--- config.mk ---
export PLATFORM = sky130hd
export DESIGN_NAME = ftpt_cell
export DESIGN_NICKNAME = d
export VERILOG_FILES = /design/src/rtl/core/first_touch_page_tracker_defines.svh /design/src/rtl/core/ftpt_pkg.sv /design/src/rtl/core/ftpt_cell.sv
export SDC_FILE = /design/constraint.sdc
export NUM_CORES = 1
export LEC_CHECK = 0
export BUFFER_PORTS_ARGS = -buffer_cell sky130_fd_sc_hd__buf_2
export CAP_MARGIN = 20
export CORE_AREA = 2 2 62 87
export DETAILED_ROUTE_END_ITERATION = 7
export DIE_AREA = 0 0 64 89
export GPL_ROUTABILITY_DRIVEN = 0
export PLACE_DENSITY = 0.82
export SYNTH_ARGS = -nofsm -noshare
export SYNTH_HDL_FRONTEND = slang
export SYNTH_SLANG_ARGS = --single-unit
--- constraint.sdc ---
create_clock -name clk -period 4.16 [get_ports clk]
set_input_delay 0.832 -clock clk [delete_from_list [all_inputs] [get_ports clk]]
set_output_delay 0.832 -clock clk [all_outputs]
set_load 0.01 [all_outputs]
--- src/rtl/core/first_touch_page_tracker_defines.svh ---
// ----------------------------------------------------------------------------
// first touch page tracker assertion macros
// shared property shapes for the concurrent checks in the tracker
// ----------------------------------------------------------------------------
`ifndef FIRST_TOUCH_PAGE_TRACKER_DEFINES_SVH
`define FIRST_TOUCH_PAGE_TRACKER_DEFINES_SVH

// same-cycle implication, checked outside reset
`define FTPT_ASSERT_SAME(lbl, ante, cons, msg) \
  lbl: assert property (@(posedge clk) disable iff (!rst_n) (ante) |-> (cons)) \
    else $error(msg);

// next-cycle implication, checked outside reset
`define FTPT_ASSERT_NEXT(lbl, ante, cons, msg) \
  lbl: assert property (@(posedge clk) disable iff (!rst_n) (ante) |=> (cons)) \
    else $error(msg);

`endif

--- src/rtl/core/ftpt_pkg.sv ---
// ----------------------------------------------------------------------------
// ftpt_pkg
// types and codes shared by the first touch page tracker and its cells
// ----------------------------------------------------------------------------
`default_nettype none

package ftpt_pkg;

  localparam int unsigned PageW = 32;

  localparam logic [1:0] ACT_BEGIN = 2'd0;
  localparam logic [1:0] ACT_NOTE  = 2'd1;
  localparam logic [1:0] ACT_END   = 2'd2;

  localparam logic [1:0] ST_OK             = 2'd0;
  localparam logic [1:0] ST_NOT_ACTIVE     = 2'd1;
  localparam logic [1:0] ST_ALREADY_ACTIVE = 2'd2;
  localparam logic [1:0] ST_FULL           = 2'd3;

  typedef struct packed {
    logic [1:0]       action;
    logic [PageW-1:0] page_id;
  } in_t;

  typedef struct packed {
    logic [1:0]       status;
    logic             must_save;
    logic [PageW-1:0] save_page;
  } out_t;

  // what one cell hands to its right neighbor
  typedef struct packed {
    logic [PageW-1:0] val;
    logic             mine;
    logic             vld;
  } link_t;

endpackage

`default_nettype wire

--- src/rtl/core/ftpt_cell.sv ---
// ----------------------------------------------------------------------------
// ftpt_cell
// one slot of the sorted page set: compares against the request id and
// either keeps its entry, takes the new id, or takes its left neighbor's entry
// ----------------------------------------------------------------------------
`default_nettype none

module ftpt_cell (
  input  wire logic                          clk,
  input  wire logic                          rst_n,
  input  wire logic                          flush,
  input  wire logic                          ins_en,
  input  wire logic [ftpt_pkg::PageW-1:0]    id,
  input  wire ftpt_pkg::link_t               left,
  output ftpt_pkg::link_t                    right,
  output logic                               hit,
  output logic                               vld
);

  logic                       vld_r, vld_nxt;
  logic [ftpt_pkg::PageW-1:0] val_r, val_nxt;
  logic                       e_v;
  logic                       mine;

  // flush makes the slot look empty for this request
  assign e_v  = vld_r & ~flush;
  // insertion point is at or left of this slot
  assign mine = ~e_v | (val_r >= id);
  assign hit  = e_v & (val_r == id);
  assign vld  = vld_r;

  // val, mine, vld
  assign right = {val_r, mine, e_v};

  always_comb begin
    vld_nxt = e_v;
    val_nxt = val_r;
    if (ins_en && mine) begin
      if (left.mine) begin
        vld_nxt = left.vld;
        val_nxt = left.val;
      end else begin
        vld_nxt = 1'b1;
        val_nxt = id;
      end
    end
  end

  always_ff @(posedge clk) begin
    if (!rst_n) begin
      vld_r <= 1'b0;
    end else begin
      vld_r <= vld_nxt;
    end
  end

  always_ff @(posedge clk) begin
    val_r <= val_nxt;
  end

endmodule

`default_nettype wire
==> results.cfg <==
[status]
status = complete, no violations

[placement]
place_hpwl_um = 4020
portBuffers = 105
dp.cells = 391
dpl_cell_area_um2 = 2770

[layout]
diodes = 0
syn_to_final_growth_pct = 30.7
mostFrequentLayoutCells = buf_2 (105), nand2_1 (44), inv_1 (36), o21ai_0 (33)
final_nets = 436
final_cell_count_no_fill = 399
drive_gt1_share_pct = 36.4
design_area_um2 = 2860
mostFrequentLayoutCell = buf_2

[clock_tree]
clockRootBuffer = clkbuf_8
clk_pin_slew_ns = 0.07
cts_made_buffers = 5
ctsResizeCount = 0
cts_tree = yes
hold_buffers = 0
cts_setup_buffers = 0
clock_path_buffers = 2
clock_sinks = 33
clkLatencyLatePin_ns = 0.28
htree_levels = 2

[setup_path]
critPathCapture = right[1]
critPathMaxFanout = 3
crit_required_ns = 3.33
startpoint = id[31]
cp-end-kind = primary output
crit_arrival_ns = 2.55
r2r_cells = 8
reg2reg_setup_slack_ns = 1.62
timing.rr.start = val_r[31]$_DFFE_PP_
crit_type = input port to primary output
r2r-end = val_r[18]$_DFFE_PP_
startpoint_type = input port

[logic_synthesis]
syn_nets = 331
synthesis.area_um2 = 2190
synth_top_area_share_pct = 43.9
synth.largest_area_cell = edfxtp_1
synthCells = 229
yosysWarnings = 0
synth-seq-cells = 33
ys_seq_area_share_pct = 44.9
yosysUniqueCellTypes = 30
avgSynthCellArea_um2 = 9.55
synth_area_leaders = edfxtp_1 (44%), ha_1 (18%), nand2_1 (7.6%), o21ai_0 (7.6%), inv_1 (6.2%)

[sta]
relSlewSlack_pct = 37.8
worst_slew_pin_slew_ns = 0.933
slew_viol_final = 0
rsz0062_at_grt = no
finalHoldViolCount = 0
fin_skew_ns = 0.00589
period_share_pct = 81.3
finalSetupViolations = 0
max_freq_mhz = 296
tns_ns = 0
finalCriticalPeriod_ns = 3.38

[routing]
routedWlPerCell_um = 12.4
vias = 1958
ant_nets = 0
drt-total-wl_um = 4970
vias_per_cell = 4.91
drc = 0
drtIter0Drc = 58
dr.pass1.iters = 4

[die]
die_x_um = 64
rows = 30
core_area_um2 = 4840
dieArea_um2 = 5700
initial_core_util_pct = 45.2
io-pin-count = 106
die_h_um = 89

[power]
leakagePower_nw = 1.46
powerDensity_nw_per_um2 = 300
irDropWorstVdd_v = 0.000188
p_total_w = 0.000856

[global_routing]
antenna_found_initial = 0
globalRouteTotalUtil_pct = 17.9
grt-ovfl-total = 0
grt_max_degree = 65
grt_pass1_vias = 1935
grt_pass1_wl_um = 7980

[flow_run]
cap_violations = 0

[hold_path]
hold_class = input port to flop
## how the worst min path moves through the flow
| stage | cells past startpoint | from | end | slack [ns] |
|---|---|---|---|---|
| 3_3_place_gp | 3 | vld$_SDFF_PN0_ | vld$_SDFF_PN0_ | 0.79 |
| 4_1_cts | 2 | rst_n | vld$_SDFF_PN0_ | 0.75 |
| 5_1_grt | 2 | rst_n | vld$_SDFF_PN0_ | 0.75 |
| 3_5_place_dp | 3 | vld$_SDFF_PN0_ | vld$_SDFF_PN0_ | 0.82 |
| 2_1_floorplan | 3 | vld$_SDFF_PN0_ | vld$_SDFF_PN0_ | 0.80 |
| 6_report | 2 | rst_n | vld$_SDFF_PN0_ | 0.76 |
## sequential cells by signal, indices dropped and copies added (netlist names)
| register | flops |
|---|---|
| val_r | 32 |
| vld | 1 |
## metrics by stage
stage          setup slack, ns  utilization (%)  hold WS (ns)
2_1_floorplan            0.298                -         0.797
5_1_grt                  0.645             59.0         0.747
6_report                 0.780             59.0         0.756
3_5_place_dp             0.758             57.2         0.819
3_3_place_gp             0.749             57.2         0.789
4_1_cts                  0.761             59.0         0.747
## power breakdown
part	internal [W]	switching [W]	leakage (nW)
combinational	0.0000900	0.000110	1.09
sequential	0.000398	0.0000127	0.323
clock	0.000135	0.000111	0.0455
## layout make-up
class,instances,area [um2]
clock buffers,8,90.1
fillers,437,1980
inverters,37,139
multi-input cells,150,1030
flip-flops and latches,33,981
well taps,64,80.1
repair buffers,107,541
## metal layers
layer	track usage, %	part of all wire [%]	up-vias
li1	-	-	1008
met5	0	0	-
met2	34.3	54	67
met1	19.9	39	876
met4	6.72	1.5	0
met3	2.90	5.0	7
## cells in the mapped netlist
cell	instances
mux2_2	1
ha_1	32
a31oi_1	1
dfxtp_1	1
clkbuf_1	5
nand2_1	44
nor2b_1	1
o21ai_0	33
o221ai_1	1
o211ai_1	1
nand4_1	4
o22a_1	1
nor2_1	1
nand3_1	2
buf_4	2
nor4_4	1
o2111ai_1	1
nand4_2	2
o21a_1	3
inv_1	36
buf_1	2
o221a_2	1
nor2b_2	1
edfxtp_1	32
inv_2	1
nor4_2	1
nor3_1	1
and4_1	1
a221oi_1	1
a21oi_1	15
## logic make-up (layout without fill, tap and decap cells)
| group | count (synthesis) | in the layout | synth area share (%) |
|---|---|---|---|
| flip-flops | 33 | 33 | 44.9 |
| adder cells (fa/ha/maj) | 32 | 32 | 18.3 |
| AND/OR/NAND/NOR | 59 | 59 | 13.3 |
| AO/OA/AOI/OAI | 58 | 58 | 14.8 |
| multiplexers | 1 | 1 | 0.515 |
| buffers and inverters | 46 | 152 | 8.24 |
## worst max-delay path, cell delays in order
cell,delay [ns]
buf_2,0.08
inv_1,0.04
ha_1,0.30
nand4_1,0.18
nor4_2,0.44
a31oi_1,0.17
o211ai_1,0.17
a21oi_1,0.12
inv_1,0.08
buf_2,0.12
Power figures use the tool's default switching activity.
